[config.mk]
export PLATFORM = sky130hd
export DESIGN_NAME = i2c_eeprom_master
export DESIGN_NICKNAME = d
export VERILOG_FILES = /design/src/hw/rtl/i2cee_pkg.sv /design/src/hw/rtl/i2c_eeprom_master.sv /design/src/hw/rtl/i2cee_cfg.sv /design/src/hw/rtl/i2cee_seq.sv
export SDC_FILE = /design/constraint.sdc
export NUM_CORES = 1
export LEC_CHECK = 0
export ABC_AREA = 0
export ABC_CLOCK_PERIOD_IN_PS = 12500
export BUFFER_PORTS_ARGS = -buffer_cell sky130_fd_sc_hd__buf_2
export CORE_MARGIN = 3
export CORE_UTILIZATION = 50
export DETAILED_ROUTE_END_ITERATION = 7
export PLACE_DENSITY = 0.65
export SETUP_SLACK_MARGIN = 0.5
export SLEW_MARGIN = 20
export SYNTH_ARGS = -nofsm -noshare
export SYNTH_HDL_FRONTEND = slang
export SYNTH_SLANG_ARGS = --single-unit
[constraint.sdc]
create_clock -name clk_i -period 12.5 [get_ports clk_i]
set_input_delay 0.625 -clock clk_i [delete_from_list [all_inputs] [get_ports clk_i]]
set_output_delay 0.625 -clock clk_i [all_outputs]
set_load 0.02 [all_outputs]
[src/hw/rtl/i2cee_pkg.sv]
// shared types and constants for the i2c eeprom master
package i2cee_pkg;

  typedef enum logic [1:0] {
    CMD_TICK   = 2'd0,
    CMD_READ   = 2'd1,
    CMD_WRITE  = 2'd2,
    CMD_SUPPLY = 2'd3
  } cmd_e;

  typedef enum logic [1:0] {
    REG_DEV     = 2'd0,
    REG_STRETCH = 2'd1,
    REG_POLLS   = 2'd2,
    REG_PWAIT   = 2'd3
  } reg_e;

  typedef enum logic [28:0] {
    PH_IDLE = 29'h0000001,
    PH_NEED = 29'h0000002,
    PH_WAIT = 29'h0000004,
    PH_V0   = 29'h0000008,
    PH_V1   = 29'h0000010,
    PH_V2   = 29'h0000020,
    PH_V3   = 29'h0000040,
    PH_V4   = 29'h0000080,
    PH_S0   = 29'h0000100,
    PH_S1   = 29'h0000200,
    PH_S2   = 29'h0000400,
    PH_S3   = 29'h0000800,
    PH_P0   = 29'h0001000,
    PH_P1   = 29'h0002000,
    PH_P2   = 29'h0004000,
    PH_P3   = 29'h0008000,
    PH_B0   = 29'h0010000,
    PH_B1   = 29'h0020000,
    PH_B2   = 29'h0040000,
    PH_A0   = 29'h0080000,
    PH_A1   = 29'h0100000,
    PH_A2   = 29'h0200000,
    PH_R0   = 29'h0400000,
    PH_R1   = 29'h0800000,
    PH_R2   = 29'h1000000,
    PH_R3   = 29'h2000000,
    PH_R4   = 29'h4000000,
    PH_R5   = 29'h8000000,
    PH_R6   = 29'h10000000
  } phase_e;

  typedef enum logic [14:0] {
    SQ_REC     = 15'h0001,
    SQ_START1  = 15'h0002,
    SQ_DEVW    = 15'h0004,
    SQ_AHI     = 15'h0008,
    SQ_ALO     = 15'h0010,
    SQ_START2  = 15'h0020,
    SQ_DEVR    = 15'h0040,
    SQ_RDATA   = 15'h0080,
    SQ_STOPEND = 15'h0100,
    SQ_WDATA   = 15'h0200,
    SQ_WSTOP   = 15'h0400,
    SQ_PWAIT   = 15'h0800,
    SQ_PSTART  = 15'h1000,
    SQ_PDEV    = 15'h2000,
    SQ_PSTOP   = 15'h4000
  } step_e;

  localparam int unsigned CFG_W = 12;

  typedef struct packed {
    logic [1:0]  cmd;
    logic [14:0] mem_address;
    logic [15:0] length;
    logic [7:0]  wdata;
    logic        scl_in;
    logic        sda_in;
  } in_item_t;

  typedef struct packed {
    logic       scl_out;
    logic       sda_out;
    logic       write_protect;
    logic [7:0] rdata;
    logic       rdata_valid;
    logic       need_data;
    logic       done_res;
    logic       success;
    logic       busy_res;
  } out_item_t;

  typedef struct packed {
    logic [6:0]  device_address;
    logic [9:0]  stretch_limit;
    logic [5:0]  poll_attempts;
    logic [11:0] poll_wait_ticks;
  } cfg_t;

endpackage

[src/hw/rtl/i2c_eeprom_master.sv]
// top level of the i2c eeprom master
//  channel | direction | handshake
//  in      | input     | in_valid_i / in_stall_o
//  out     | output    | out_valid_o / out_stall_i
//  cfg     | input     | cfg_we_i, cfg_index_i, cfg_wdata_i
// one item per cycle while in_stall_o is low: the sequencer steps once per
// accepted transfer and the result is written to the output register at that
// edge, valid the next cycle. in_stall_o is high only while a result waits and
// out_stall_i holds it; an item is taken in the same cycle the waiting result
// leaves. reset zeroes the result; inner scl, sda and write protect start high
module i2c_eeprom_master #(
  parameter int unsigned PAGE_SIZE = 64,
  parameter int unsigned MEM_BYTES = 32768
) (
  input  logic                        clk_i,
  input  logic                        rst_ni,
  input  logic                        in_valid_i,
  output logic                        in_stall_o,
  input  i2cee_pkg::in_item_t         in_data_i,
  output logic                        out_valid_o,
  input  logic                        out_stall_i,
  output i2cee_pkg::out_item_t        out_data_o,
  input  logic                        cfg_we_i,
  input  logic [1:0]                  cfg_index_i,
  input  logic [i2cee_pkg::CFG_W-1:0] cfg_wdata_i
);
  i2cee_pkg::cfg_t      cfg;
  i2cee_pkg::out_item_t res;
  logic                 step, res_vld_q;

  // stall only when the output register is full and held
  assign in_stall_o  = res_vld_q && out_stall_i;
  assign step        = in_valid_i && !in_stall_o;
  assign out_valid_o = res_vld_q;
  assign out_data_o  = res;

  always_ff @(posedge clk_i or negedge rst_ni) begin
    if (!rst_ni) res_vld_q <= 1'b0;
    else if (step) res_vld_q <= 1'b1;
    else if (!out_stall_i) res_vld_q <= 1'b0;
  end

  i2cee_cfg u_cfg (
    .clk_i, .rst_ni, .cfg_we_i, .cfg_index_i, .cfg_wdata_i, .cfg_o(cfg)
  );

  i2cee_seq #(.PAGE_SIZE(PAGE_SIZE), .MEM_BYTES(MEM_BYTES)) u_seq (
    .clk_i, .rst_ni, .step_i(step), .item_i(in_data_i), .cfg_i(cfg), .res_o(res)
  );
endmodule

[src/hw/rtl/i2cee_cfg.sv]
// configuration register file
module i2cee_cfg (
  input  logic                        clk_i,
  input  logic                        rst_ni,
  input  logic                        cfg_we_i,
  input  logic [1:0]                  cfg_index_i,
  input  logic [i2cee_pkg::CFG_W-1:0] cfg_wdata_i,
  output i2cee_pkg::cfg_t             cfg_o
);
  i2cee_pkg::cfg_t cfg_q;

  always_ff @(posedge clk_i or negedge rst_ni) begin
    if (!rst_ni) begin
      cfg_q.device_address  <= 7'd80;
      cfg_q.stretch_limit   <= 10'd200;
      cfg_q.poll_attempts   <= 6'd20;
      cfg_q.poll_wait_ticks <= 12'd100;
    end else if (cfg_we_i) begin
      unique case (i2cee_pkg::reg_e'(cfg_index_i))
        i2cee_pkg::REG_DEV:     cfg_q.device_address  <= cfg_wdata_i[6:0];
        i2cee_pkg::REG_STRETCH: cfg_q.stretch_limit   <= cfg_wdata_i[9:0];
        i2cee_pkg::REG_POLLS:   cfg_q.poll_attempts   <= cfg_wdata_i[5:0];
        i2cee_pkg::REG_PWAIT:   cfg_q.poll_wait_ticks <= cfg_wdata_i;
        default: ;
      endcase
    end
  end

  assign cfg_o = cfg_q;
endmodule

[src/hw/rtl/i2cee_seq.sv]
// bus sequencer: one phase step per accepted item, result registered
module i2cee_seq #(
  parameter int unsigned PAGE_SIZE = 64,
  parameter int unsigned MEM_BYTES = 32768
) (
  input  logic                 clk_i,
  input  logic                 rst_ni,
  input  logic                 step_i,
  input  i2cee_pkg::in_item_t  item_i,
  input  i2cee_pkg::cfg_t      cfg_i,
  output i2cee_pkg::out_item_t res_o
);
  localparam int unsigned PW = $clog2(PAGE_SIZE + 1);

  i2cee_pkg::phase_e ph_q, ph_d;
  i2cee_pkg::step_e  sq_q, sq_d;
  logic [11:0] wc_q, wc_d;
  logic [3:0]  bc_q, bc_d;
  logic [7:0]  sb_q, sb_d;
  logic [14:0] ca_q, ca_d;
  logic [15:0] bl_q, bl_d;
  logic [PW-1:0] pl_q, pl_d;
  logic [5:0]  pc_q, pc_d;
  logic        ok_q, ok_d, wr_q, wr_d, rdy_q, rdy_d, sok_q, sok_d;
  logic        scl_q, scl_d, sda_q, sda_d, wp_q, wp_d;

  // combinational scratch
  logic pd, pr, cdone, cto, pend_done, pend_succ, pend_valid;
  logic [7:0] pend_rd;
  logic [16:0] endaddr;

  function automatic logic [7:0] devb(logic [6:0] a, logic rd);
    devb = {a, rd};
  endfunction

  function automatic logic [PW-1:0] page_of(logic [14:0] ca, logic [15:0] bl);
    logic [16:0] rm;
    rm = 17'(PAGE_SIZE) - 17'(ca % 15'(PAGE_SIZE));
    page_of = ({1'b0, bl} < rm) ? PW'(bl) : PW'(rm);
  endfunction

  always_comb begin
    ph_d = ph_q; sq_d = sq_q; wc_d = wc_q; bc_d = bc_q; sb_d = sb_q;
    ca_d = ca_q; bl_d = bl_q; pl_d = pl_q; pc_d = pc_q; ok_d = ok_q;
    wr_d = wr_q; rdy_d = rdy_q; sok_d = sok_q;
    scl_d = scl_q; sda_d = sda_q; wp_d = wp_q;
    pd = 1'b0; pr = 1'b0;
    pend_done = 1'b0; pend_succ = 1'b0; pend_valid = 1'b0; pend_rd = 8'd0;
    endaddr = 17'(item_i.mem_address) + 17'(item_i.length);
    // clock stretch check
    cdone = item_i.scl_in;
    cto = !item_i.scl_in && (wc_q >= 12'(cfg_i.stretch_limit));

    unique case (i2cee_pkg::cmd_e'(item_i.cmd))
      i2cee_pkg::CMD_TICK: begin
        if (!cdone && !cto) wc_d = wc_q + 12'd1;
        unique case (ph_q)
          i2cee_pkg::PH_WAIT: begin
            wc_d = wc_q + 12'd1;
            if (wc_d >= cfg_i.poll_wait_ticks) begin pd = 1'b1; pr = 1'b1; end
          end
          i2cee_pkg::PH_V0: begin
            sda_d = 1'b1; scl_d = 1'b1; wc_d = '0; ph_d = i2cee_pkg::PH_V1;
          end
          i2cee_pkg::PH_V1: begin
            if (cto) pd = 1'b1;
            else if (cdone) begin
              if (item_i.sda_in) begin pd = 1'b1; pr = 1'b1; end
              else begin bc_d = '0; ph_d = i2cee_pkg::PH_V2; end
            end
          end
          i2cee_pkg::PH_V2: begin scl_d = 1'b0; ph_d = i2cee_pkg::PH_V3; end
          i2cee_pkg::PH_V3: begin scl_d = 1'b1; wc_d = '0; ph_d = i2cee_pkg::PH_V4; end
          i2cee_pkg::PH_V4: begin
            if (cto) pd = 1'b1;
            else if (cdone) begin
              bc_d = bc_q + 4'd1;
              ph_d = (bc_d >= 4'd9) ? i2cee_pkg::PH_P0 : i2cee_pkg::PH_V2;
            end
          end
          i2cee_pkg::PH_S0: begin sda_d = 1'b1; ph_d = i2cee_pkg::PH_S1; end
          i2cee_pkg::PH_S1: begin scl_d = 1'b1; wc_d = '0; ph_d = i2cee_pkg::PH_S2; end
          i2cee_pkg::PH_S2: begin
            if (cto) pd = 1'b1;
            else if (cdone) begin
              if (!item_i.sda_in) pd = 1'b1;
              else begin sda_d = 1'b0; ph_d = i2cee_pkg::PH_S3; end
            end
          end
          i2cee_pkg::PH_S3: begin scl_d = 1'b0; pd = 1'b1; pr = 1'b1; end
          i2cee_pkg::PH_P0: begin
            scl_d = 1'b0; sda_d = 1'b0; ph_d = i2cee_pkg::PH_P1;
          end
          i2cee_pkg::PH_P1: begin scl_d = 1'b1; wc_d = '0; ph_d = i2cee_pkg::PH_P2; end
          i2cee_pkg::PH_P2: begin
            if (cdone || cto) begin
              sok_d = cdone; sda_d = 1'b1; ph_d = i2cee_pkg::PH_P3;
            end
          end
          i2cee_pkg::PH_P3: begin pd = 1'b1; pr = sok_q && item_i.sda_in; end
          i2cee_pkg::PH_B0: begin
            scl_d = 1'b0; sda_d = sb_q[7]; ph_d = i2cee_pkg::PH_B1;
          end
          i2cee_pkg::PH_B1: begin scl_d = 1'b1; wc_d = '0; ph_d = i2cee_pkg::PH_B2; end
          i2cee_pkg::PH_B2: begin
            if (cto) pd = 1'b1;
            else if (cdone) begin
              scl_d = 1'b0; sb_d = {sb_q[6:0], 1'b0}; bc_d = bc_q + 4'd1;
              ph_d = (bc_d >= 4'd8) ? i2cee_pkg::PH_A0 : i2cee_pkg::PH_B0;
            end
          end
          i2cee_pkg::PH_A0: begin sda_d = 1'b1; ph_d = i2cee_pkg::PH_A1; end
          i2cee_pkg::PH_A1: begin scl_d = 1'b1; wc_d = '0; ph_d = i2cee_pkg::PH_A2; end
          i2cee_pkg::PH_A2: begin
            if (cto) pd = 1'b1;
            else if (cdone) begin scl_d = 1'b0; pd = 1'b1; pr = !item_i.sda_in; end
          end
          i2cee_pkg::PH_R0: begin
            scl_d = 1'b0; sda_d = 1'b1; ph_d = i2cee_pkg::PH_R1;
          end
          i2cee_pkg::PH_R1: begin scl_d = 1'b1; wc_d = '0; ph_d = i2cee_pkg::PH_R2; end
          i2cee_pkg::PH_R2: begin
            if (cto) pd = 1'b1;
            else if (cdone) begin
              sb_d = {sb_q[6:0], item_i.sda_in}; scl_d = 1'b0; bc_d = bc_q + 4'd1;
              ph_d = (bc_d >= 4'd8) ? i2cee_pkg::PH_R3 : i2cee_pkg::PH_R1;
            end
          end
          i2cee_pkg::PH_R3: begin sda_d = (bl_q <= 16'd1); ph_d = i2cee_pkg::PH_R4; end
          i2cee_pkg::PH_R4: begin scl_d = 1'b1; wc_d = '0; ph_d = i2cee_pkg::PH_R5; end
          i2cee_pkg::PH_R5: begin
            if (cto) pd = 1'b1;
            else if (cdone) begin
              scl_d = 1'b0; pend_valid = 1'b1; pend_rd = sb_q; ph_d = i2cee_pkg::PH_R6;
            end
          end
          i2cee_pkg::PH_R6: begin sda_d = 1'b1; pd = 1'b1; pr = 1'b1; end
          default: wc_d = wc_q; // idle and need: tick ignored
        endcase
      end
      i2cee_pkg::CMD_SUPPLY: begin
        if (ph_q == i2cee_pkg::PH_NEED) begin
          sb_d = item_i.wdata; bc_d = '0; ph_d = i2cee_pkg::PH_B0;
        end
      end
      default: begin
        if (ph_q == i2cee_pkg::PH_IDLE) begin
          if (item_i.length == 16'd0 || endaddr > 17'(MEM_BYTES)) begin
            pend_done = 1'b1;
          end else begin
            wr_d = (item_i.cmd == i2cee_pkg::CMD_WRITE);
            ca_d = item_i.mem_address; bl_d = item_i.length; ok_d = 1'b1;
            pc_d = '0; rdy_d = 1'b0; wp_d = !wr_d;
            if (wr_d) pl_d = page_of(item_i.mem_address, item_i.length);
            sq_d = i2cee_pkg::SQ_REC; ph_d = i2cee_pkg::PH_V0;
          end
        end
      end
    endcase

    // step completion dispatch
    if (pd) begin
      unique case (sq_q) inside
        i2cee_pkg::SQ_REC, i2cee_pkg::SQ_START1, i2cee_pkg::SQ_DEVW,
        i2cee_pkg::SQ_AHI, i2cee_pkg::SQ_ALO, i2cee_pkg::SQ_START2,
        i2cee_pkg::SQ_DEVR, i2cee_pkg::SQ_RDATA, i2cee_pkg::SQ_WDATA: begin
          if (!pr) begin
            ok_d = 1'b0;
            sq_d = wr_q ? i2cee_pkg::SQ_WSTOP : i2cee_pkg::SQ_STOPEND;
            ph_d = i2cee_pkg::PH_P0;
          end else begin
            bc_d = '0;
            unique case (sq_q)
              i2cee_pkg::SQ_REC: begin
                sq_d = i2cee_pkg::SQ_START1; ph_d = i2cee_pkg::PH_S0;
              end
              i2cee_pkg::SQ_START1: begin
                sq_d = i2cee_pkg::SQ_DEVW; sb_d = devb(cfg_i.device_address, 1'b0);
                ph_d = i2cee_pkg::PH_B0;
              end
              i2cee_pkg::SQ_DEVW: begin
                sq_d = i2cee_pkg::SQ_AHI; sb_d = {1'b0, ca_q[14:8]};
                ph_d = i2cee_pkg::PH_B0;
              end
              i2cee_pkg::SQ_AHI: begin
                sq_d = i2cee_pkg::SQ_ALO; sb_d = ca_q[7:0]; ph_d = i2cee_pkg::PH_B0;
              end
              i2cee_pkg::SQ_ALO: begin
                if (wr_q) begin sq_d = i2cee_pkg::SQ_WDATA; ph_d = i2cee_pkg::PH_NEED; end
                else begin sq_d = i2cee_pkg::SQ_START2; ph_d = i2cee_pkg::PH_S0; end
              end
              i2cee_pkg::SQ_START2: begin
                sq_d = i2cee_pkg::SQ_DEVR; sb_d = devb(cfg_i.device_address, 1'b1);
                ph_d = i2cee_pkg::PH_B0;
              end
              i2cee_pkg::SQ_DEVR: begin
                sq_d = i2cee_pkg::SQ_RDATA; sb_d = '0; ph_d = i2cee_pkg::PH_R0;
              end
              i2cee_pkg::SQ_RDATA: begin
                bl_d = bl_q - 16'd1; ca_d = ca_q + 15'd1;
                if (bl_d == 16'd0) begin
                  sq_d = i2cee_pkg::SQ_STOPEND; ph_d = i2cee_pkg::PH_P0;
                end else begin sb_d = '0; ph_d = i2cee_pkg::PH_R0; end
              end
              default: begin // write data byte
                if (pl_q != '0) pl_d = pl_q - PW'(1);
                bl_d = bl_q - 16'd1; ca_d = ca_q + 15'd1;
                if (pl_d == '0) begin
                  sq_d = i2cee_pkg::SQ_WSTOP; ph_d = i2cee_pkg::PH_P0;
                end else ph_d = i2cee_pkg::PH_NEED;
              end
            endcase
          end
        end
        i2cee_pkg::SQ_STOPEND: begin
          if (!pr) ok_d = 1'b0;
          ph_d = i2cee_pkg::PH_IDLE; wp_d = 1'b1; pend_done = 1'b1; pend_succ = ok_d;
        end
        i2cee_pkg::SQ_WSTOP: begin
          if (!pr) ok_d = 1'b0;
          if (!ok_d) begin
            ph_d = i2cee_pkg::PH_IDLE; wp_d = 1'b1; pend_done = 1'b1;
          end else if (cfg_i.poll_attempts == 6'd0) begin
            ok_d = 1'b0; ph_d = i2cee_pkg::PH_IDLE; wp_d = 1'b1; pend_done = 1'b1;
          end else begin
            pc_d = 6'd1; sq_d = i2cee_pkg::SQ_PWAIT; wc_d = '0; ph_d = i2cee_pkg::PH_WAIT;
          end
        end
        i2cee_pkg::SQ_PWAIT: begin sq_d = i2cee_pkg::SQ_PSTART; ph_d = i2cee_pkg::PH_S0; end
        i2cee_pkg::SQ_PSTART: begin
          if (pr) begin
            sq_d = i2cee_pkg::SQ_PDEV; sb_d = devb(cfg_i.device_address, 1'b0);
            bc_d = '0; ph_d = i2cee_pkg::PH_B0;
          end else begin
            rdy_d = 1'b0; sq_d = i2cee_pkg::SQ_PSTOP; ph_d = i2cee_pkg::PH_P0;
          end
        end
        i2cee_pkg::SQ_PDEV: begin
          rdy_d = pr; sq_d = i2cee_pkg::SQ_PSTOP; ph_d = i2cee_pkg::PH_P0;
        end
        default: begin // poll stop
          if (!pr) begin
            ok_d = 1'b0; ph_d = i2cee_pkg::PH_IDLE; wp_d = 1'b1; pend_done = 1'b1;
          end else if (!rdy_q) begin
            if (pc_q >= cfg_i.poll_attempts) begin
              ok_d = 1'b0; ph_d = i2cee_pkg::PH_IDLE; wp_d = 1'b1; pend_done = 1'b1;
            end else begin
              pc_d = pc_q + 6'd1; sq_d = i2cee_pkg::SQ_PWAIT; wc_d = '0;
              ph_d = i2cee_pkg::PH_WAIT;
            end
          end else if (bl_q == 16'd0) begin
            ph_d = i2cee_pkg::PH_IDLE; wp_d = 1'b1; pend_done = 1'b1; pend_succ = ok_q;
          end else begin
            pl_d = page_of(ca_q, bl_q); sq_d = i2cee_pkg::SQ_REC; ph_d = i2cee_pkg::PH_V0;
          end
        end
      endcase
    end
  end

  always_ff @(posedge clk_i or negedge rst_ni) begin
    if (!rst_ni) begin
      ph_q <= i2cee_pkg::PH_IDLE; sq_q <= i2cee_pkg::SQ_REC;
      wc_q <= '0; bc_q <= '0; sb_q <= '0; ca_q <= '0; bl_q <= '0; pl_q <= '0;
      pc_q <= '0; ok_q <= 1'b1; wr_q <= 1'b0; rdy_q <= 1'b0; sok_q <= 1'b0;
      scl_q <= 1'b1; sda_q <= 1'b1; wp_q <= 1'b1;
      res_o <= '0;
    end else if (step_i) begin
      ph_q <= ph_d; sq_q <= sq_d; wc_q <= wc_d; bc_q <= bc_d; sb_q <= sb_d;
      ca_q <= ca_d; bl_q <= bl_d; pl_q <= pl_d; pc_q <= pc_d; ok_q <= ok_d;
      wr_q <= wr_d; rdy_q <= rdy_d; sok_q <= sok_d;
      scl_q <= scl_d; sda_q <= sda_d; wp_q <= wp_d;
      res_o.scl_out       <= scl_d;
      res_o.sda_out       <= sda_d;
      res_o.write_protect <= wp_d;
      res_o.rdata         <= pend_rd;
      res_o.rdata_valid   <= pend_valid;
      res_o.need_data     <= (ph_d == i2cee_pkg::PH_NEED);
      res_o.done_res      <= pend_done;
      res_o.success       <= pend_done && pend_succ;
      res_o.busy_res      <= (ph_d != i2cee_pkg::PH_IDLE);
    end
  end
endmodule
==> results.sh, run 1 <==
export IMPL_ys_ff_latch=171
export IMPL_clk_latency_ns=0.45
export IMPL_drtIter0Drc=1981
export IMPL_final_area_um2=16000
export IMPL_core_um2=28800
export IMPL_clock_root_buffer="clkbuf_16"
export IMPL_drive_above_1_share=0.142
export IMPL_timing_max_cap_violations=0
export IMPL_grt_pass1_vias=14309
export IMPL_antenna_found_initial=0
export IMPL_cp_arrival_ns=5.45
export IMPL_numClockSinks=171
export IMPL_r2r_start="u_seq.ph_q[5]"
export IMPL_fin_skew_ns=0.0152
export IMPL_overflow=0
export IMPL_drv_slew=0
export IMPL_gp_congestion=1.05
export IMPL_synth_commonest_cells="nand2_1, dfrtp_1, o21ai_0"
export IMPL_synthTopCellsByArea="dfrtp_1, ha_1, o21ai_0"
export IMPL_critical_path_max_stage_delay_ns=0.90
export IMPL_start_util=0.509
export IMPL_hold_violations=0
export IMPL_ant_nets=0
export IMPL_hold_class="in -> async"
export IMPL_n_antenna_cell=0
export IMPL_vias=15247
export IMPL_cp_common_cell="nand4_1"
export IMPL_syn_area_um2=14700
export IMPL_critPathLaunchType="flip-flop"
export IMPL_p_seq_frac=0.356
export IMPL_area_growth_syn_to_layout_pct=9.13
export IMPL_track_usage=0.341
export IMPL_maxClockFrequency_mhz=196
export IMPL_async_reset_ff_frac=1.00
export IMPL_synth_nets=1958
export IMPL_setup_violations=0
export IMPL_setup_tns_final_ns=0
export IMPL_grt_pass1_wl_um=83200
export IMPL_fin_crit_sh=0.409
export IMPL_cts_setup_buffers=0
export IMPL_status="finished, final reports clean"
export IMPL_cp_required_ns=12.84
export IMPL_p_comb_frac=0.349
export IMPL_vdd_ir_drop_worst_v=0.000111
export IMPL_dieArea_um2=31400
export IMPL_power_internal_mw=1.21
export IMPL_synth_top_area_share=0.265
export IMPL_path_class="reg -> reg"
export IMPL_drtPass1Iterations=7
export IMPL_wl_per_cell_um=23.9
export IMPL_place_hpwl_um=40300
export IMPL_yosysWarnings=0
export IMPL_nNetsFinal=1982
export IMPL_htreeDepth=4
export IMPL_grt_start_max_net_pins=65
export IMPL_p_sw_frac=0.388
export IMPL_maxSlewHeadroom=0.289
export IMPL_cts_clk_slew_worst_paths_ns=0.08
export IMPL_avgViaCountPerCell=6.79
export IMPL_place_area_um2=15400
export IMPL_synth_cell_types=95
export IMPL_drc=0
export IMPL_crit_chain="nor4_2, buf_4, nand4_1, or4b_2, o311a_1, nand4bb_1, or4bb_1, mux2_2, a2111oi_2, and4bb_1, nand4_1, o32a_1"
export IMPL_worst_slew_pin_slew_ns=1.06
export IMPL_row_count=62
export IMPL_pin_count=80
export IMPL_yosysSeqAreaShare=0.293
export IMPL_p_leak_nw=6.76
export IMPL_cts_buffers=17
export IMPL_end_kind="flip-flop"
export IMPL_io_buffers=79
export IMPL_cp_slowest_cell="or4b_2"
export IMPL_cts_resized=0
export IMPL_synth_edf_count=0
export IMPL_syn_inst=1824
export IMPL_cts_tree="yes"
export IMPL_clockBufferDepth=2
export IMPL_synth_largest_area_cell="dfrtp_1"
export IMPL_holdBufCountCts=0
export IMPL_die_h_um=177
export IMPL_path_max_fanout=16
export IMPL_power_per_cell_area_nw_per_um2=124
export IMPL_clock_power_share=0.294
export IMPL_ys_flop_type="dfrtp_1"
export IMPL_min_period_ns=5.11
export IMPL_instances_no_fill=2245
export IMPL_rsz0062_at_grt="no"
export IMPL_power_switching_mw=0.770
export IMPL_regToRegSetupSlack_ns=7.39
export IMPL_die_x_um=177
export IMPL_startpoint="u_seq.ph_q[5]"
export IMPL_avgSynthCellArea_um2=8.04
export IMPL_synth_most_common_cell="nand2_1"
export IMPL_totalWireLength_um=53700
export IMPL_place_inst=2213
## stage by stage
stage | worst slack [ns] | power, mW | hold WS, ns | util
3_3_place_gp | 7.14 | 1.38 | 0.457 | 0.534
6_report | 7.39 | 1.98 | 0.175 | 0.556
4_1_cts | 7.50 | 1.97 | 0.192 | 0.556
5_1_grt | 7.21 | 2.09 | 0.219 | 0.556
2_1_floorplan | 8.26 | 1.16 | 0.329 | -
3_5_place_dp | 7.14 | 1.38 | 0.468 | 0.534
## power by group through the flow
stage | Combinational [mW] | Clock (mW) | Sequential, mW
final | 0.693 | 0.584 | 0.707
after global routing | 0.758 | 0.611 | 0.716
after CTS | 0.675 | 0.591 | 0.703
after detailed placement | 0.671 | 0 | 0.713
after global placement | 0.668 | 0 | 0.710
after floorplan | 0.482 | 0 | 0.680
## area by class of cell
| type | instances | area, µm² |
|---|---|---|
| inverter | 81 | 304 |
| sequential | 171 | 4300 |
| multi-input combinational | 1470 | 9670 |
| fill | 2745 | 12800 |
| clock inverter | 12 | 176 |
| timing repair buffer | 107 | 612 |
| clock buffer | 20 | 457 |
| tap | 384 | 480 |
## flip-flops by register name, summed over array words and instances, names as in the netlist, 4 cells and up
| signal | count |
|---|---|
| u_seq.bl_q | 16 |
| u_seq.sq_q | 15 |
| u_seq.bc_q | 4 |
| u_cfg.cfg_o | 35 |
| u_seq.ca_q | 15 |
| u_seq.ph_q | 29 |
| u_seq.res_o | 16 |
| u_seq.pl_q | 7 |
| u_seq.wc_q | 12 |
| u_seq.pc_q | 6 |
| u_seq.sb_q | 8 |
## cell families (layout without fill, tap and decap cells)
logic type | count (synthesis) | after routing | synth area share
compound gates | 555 | 555 | 0.250
simple gates | 734 | 734 | 0.269
flops | 171 | 171 | 0.293
mux | 71 | 71 | 0.0530
buf+inv | 183 | 220 | 0.0503
xor+xnor | 37 | 37 | 0.0221
fa+ha+maj | 73 | 73 | 0.0626
## critical path: cells and delay by family (launching register included)
family / cells / cell delay (ns)
compound gates: 3 / 0.92
buf+inv: 1 / 0.27
flops: 1 / 0.56
mux: 1 / 0.41
simple gates: 7 / 2.83
## layout by cell type, fill, tap and decap left out, types with 10 or more instances in the layout
| cell | n |
|---|---|
| or4_1 | 17 |
| nor4b_1 | 17 |
| a22oi_1 | 24 |
| o31ai_1 | 16 |
| a21oi_1 | 126 |
| nor4_1 | 33 |
| and3_1 | 24 |
| nor3_1 | 60 |
| inv_1 | 79 |
| nor2_1 | 129 |
| o211ai_1 | 18 |
| nor3b_1 | 11 |
| dfstp_2 | 16 |
| nor2b_1 | 16 |
| clkbuf_16 | 17 |
| nand2_1 | 184 |
| o22ai_1 | 23 |
| nand2b_1 | 26 |
| mux2i_1 | 18 |
| or2_2 | 17 |
| a211oi_1 | 15 |
| a22o_1 | 36 |
| nand3b_1 | 10 |
| and2_1 | 17 |
| dfrtp_1 | 155 |
| mux2_2 | 53 |
| xor2_1 | 17 |
| ha_1 | 71 |
| buf_4 | 28 |
| o21ai_0 | 142 |
| nand4_1 | 44 |
| or3_1 | 20 |
| a21o_1 | 27 |
| nand3_1 | 65 |
| buf_2 | 78 |
| a31oi_1 | 15 |
| xnor2_1 | 20 |
## metal layers
metal	wire length, µm	global-route usage	part of all wire
met5	0	0	0
met4	2050	0.129	0.038
met3	5420	0.0929	0.10
met2	22600	0.488	0.42
met1	23700	0.490	0.44
## final timing paths
kind	end	depth (start not counted)
max in group asynchronous	u_seq.bl_q[11]	2
worst min-delay path	u_seq.ph_q[27]	1
worst max register to register	u_seq.res_o[0]	12
worst max-delay path	u_seq.res_o[0]	12
min in group clk_i	u_cfg.cfg_o[10]	2
worst min register to register	u_seq.res_o[2]	1
Power figures use the tool's default switching activity.
==> inputs of run 2 (changes only) <==
--- a/config.mk
+++ b/config.mk
@@ -6,12 +6,12 @@
 export NUM_CORES = 1
 export LEC_CHECK = 0
 export ABC_AREA = 0
-export ABC_CLOCK_PERIOD_IN_PS = 12500
+export ABC_CLOCK_PERIOD_IN_PS = 4200
 export BUFFER_PORTS_ARGS = -buffer_cell sky130_fd_sc_hd__buf_2
 export CORE_MARGIN = 3
 export CORE_UTILIZATION = 50
 export DETAILED_ROUTE_END_ITERATION = 7
-export PLACE_DENSITY = 0.65
+export PLACE_DENSITY = 0.68
 export SETUP_SLACK_MARGIN = 0.5
 export SLEW_MARGIN = 20
 export SYNTH_ARGS = -nofsm -noshare
==> constraint.sdc (replaced) <==
create_clock -name clk_i -period 4.2 [get_ports clk_i]
set_input_delay 0.21 -clock clk_i [delete_from_list [all_inputs] [get_ports clk_i]]
set_output_delay 0.21 -clock clk_i [all_outputs]
set_load 0.02 [all_outputs]
==> run 2 against run 1 <==
The run now ends with setup timing left. Cell area rose by 19%. Clock-buffer cell count fell by 1. Combinational power rose to 3.5 times the previous value. First-iteration DRC count rose by 16%. Critical path type unchanged. Largest power group is now combinational logic. Highest routed layer is now met5.
==> results.sh, run 2 (same netlist as run 1, synthesis figures left out) <==
export IMPL_status="finished with violations"
export IMPL_violations="setup timing"
export IMPL_hold_class="in -> reg"
export IMPL_die_x_um=177
export IMPL_core_um2=28800
export IMPL_antenna_found_initial=1
export IMPL_p_seq_frac=0.335
export IMPL_place_hpwl_um=42400
export IMPL_fin_ws_ns=-0.0584
export IMPL_vdd_ir_drop_worst_v=0.000309
export IMPL_ant_nets=0
export IMPL_timing_max_cap_violations=0
export IMPL_maxClockFrequency_mhz=235
export IMPL_drtIter0Drc=2295
export IMPL_fin_skew_ns=0.0174
export IMPL_fin_crit_sh=1.01
export IMPL_setup_tns_final_ns=-0.0584
export IMPL_worst_slew_pin_slew_ns=1.10
export IMPL_largest_reg_flops=35
export IMPL_place_ws_ns=0.0366
export IMPL_final_cell_mix="buf_4, nand2_1, dfrtp_1, nor2_1, o21ai_0"
export IMPL_htreeDepth=4
export IMPL_row_count=62
export IMPL_drive_above_1_share=0.315
export IMPL_overflow=0
export IMPL_avgViaCountPerCell=6.74
export IMPL_cts_tree="yes"
export IMPL_die_h_um=177
export IMPL_met3_length_um=6550
export IMPL_clockBufferDepth=2
export IMPL_grt_pass1_wl_um=86400
export IMPL_drv_slew=0
export IMPL_io_buffers=79
export IMPL_drtPass1Iterations=8
export IMPL_top_layer="met5"
export IMPL_maxSlewHeadroom=0.261
export IMPL_wl_met1_um=24400
export IMPL_hold_ws_ns=0.0113
export IMPL_drc=0
export IMPL_instances_no_fill=2465
export IMPL_n_antenna_cell=0
export IMPL_cp_arrival_ns=4.60
export IMPL_numClockSinks=171
export IMPL_cp_required_ns=4.54
export IMPL_path_class="reg -> reg"
export IMPL_place_inst=2360
export IMPL_fillerInstances=2345
export IMPL_power_per_cell_area_nw_per_um2=327
export IMPL_vias=16617
export IMPL_cts_buffers=17
export IMPL_layout_commonest_cell="buf_4"
export IMPL_hold_violations=0
export IMPL_dieArea_um2=31400
export IMPL_clock_power_share=0.270
export IMPL_power_switching_mw=2.47
export IMPL_gp_congestion=1.08
export IMPL_r2r_start="u_seq.wc_q[0]"
export IMPL_critPathLaunchType="flip-flop"
export IMPL_fin_total_pwr_mw=6.22
export IMPL_p_comb_frac=0.395
export IMPL_track_usage=0.352
export IMPL_cts_clk_slew_worst_paths_ns=0.08
export IMPL_setup_violations=1
export IMPL_end_kind="flip-flop"
export IMPL_startpoint="u_seq.wc_q[0]"
export IMPL_grt_start_max_net_pins=108
export IMPL_totalWireLength_um=58400
export IMPL_path_max_fanout=5
export IMPL_clock_root_buffer="clkbuf_16"
export IMPL_hold_start="cfg_wdata_i[10]"
export IMPL_start_util=0.509
export IMPL_rsz0062_at_grt="yes"
export IMPL_power_internal_mw=3.76
export IMPL_dr_wl_met2_um=25100
export IMPL_p_leak_nw=8.20
export IMPL_p_sw_frac=0.396
export IMPL_wl_per_cell_um=23.7
export IMPL_grt_pass1_vias=15091
export IMPL_min_period_ns=4.26
export IMPL_pin_count=80
export IMPL_area_growth_syn_to_layout_pct=29.9
export IMPL_nNetsFinal=2202
export IMPL_clk_latency_ns=0.45
-- run 2: timing repair --
action                                 4_1_cts  5_1_grt
setup buffers                               30       30
setup endpoints to repair                   73      104
gates resized for setup                     92      241
hold buffers                                 4        0
endpoints found under the hold margin       97        0
pin swaps                                   39      113
cloned                                       0        8
-- run 2: area by class of cell --
| type | count | area, µm² | share of cell area |
|---|---|---|---|
| multi-input cells | 1470 | 10800 | 0.564 |
| well taps | 384 | 480 | 0.0252 |
| clock inverters | 13 | 158 | 0.00828 |
| inverters | 81 | 304 | 0.0160 |
| flip-flops and latches | 171 | 4300 | 0.226 |
| repair buffers | 327 | 2620 | 0.138 |
| clock buffers | 19 | 433 | 0.0227 |
-- run 2: power groups by stage --
| stage | logic, mW | clock network, mW | registers [mW] |
|---|---|---|---|
| after floorplan | 1.44 | 0 | 2.03 |
| after global placement | 2.19 | 0 | 2.08 |
| after detailed placement | 2.23 | 0 | 2.09 |
| after CTS | 2.29 | 1.68 | 2.06 |
| after global routing | 2.64 | 1.73 | 2.11 |
| final | 2.46 | 1.68 | 2.08 |
-- run 2: final timing paths --
| path | endpoint | slack (ns) | cells after the start |
|---|---|---|---|
| max | u_seq.res_o[0] | -0.06 | 19 |
| min | u_cfg.cfg_o[10] | 0.01 | 2 |
| max reg2reg | u_seq.res_o[0] | -0.06 | 19 |
| min reg2reg | u_seq.res_o[2] | 0.47 | 1 |
| max in group asynchronous | u_cfg.cfg_o[16] | 3.25 | 3 |
| min in group asynchronous | u_seq.ph_q[24] | 0.18 | 2 |
-- run 2: critical path: stages, from the launching register on --
cell and delay, ns:
dfrtp_1 0.41, ha_2 0.20, and3_4 0.19, nand3_4 0.07, inv_2 0.05, and3_4 0.18, xor2_2 0.14, ha_2 0.21
a211oi_4 0.29, nand3b_1 0.12, a221o_1 0.35, buf_4 0.16, and3_4 0.17, o41a_1 0.40, a41o_1 0.26, nand2_1 0.09
o2111ai_1 0.13, and4bb_1 0.32, nand4_1 0.11, o32a_1 0.31
-- run 2: routing by layer --
metal | up-vias | GRT usage
li1 | 7354 | -
met1 | 7978 | 0.507
met2 | 1105 | 0.521
met3 | 178 | 0.0828
met4 | 2 | 0.115
met5 | - | 0
-- run 2: per-stage QoR --
stage           util  area [µm²]
6_report       0.662       19000
5_1_grt        0.662       19000
4_1_cts        0.617       17700
3_5_place_dp   0.575       16600
3_3_place_gp   0.575       16600
2_1_floorplan      -       14700
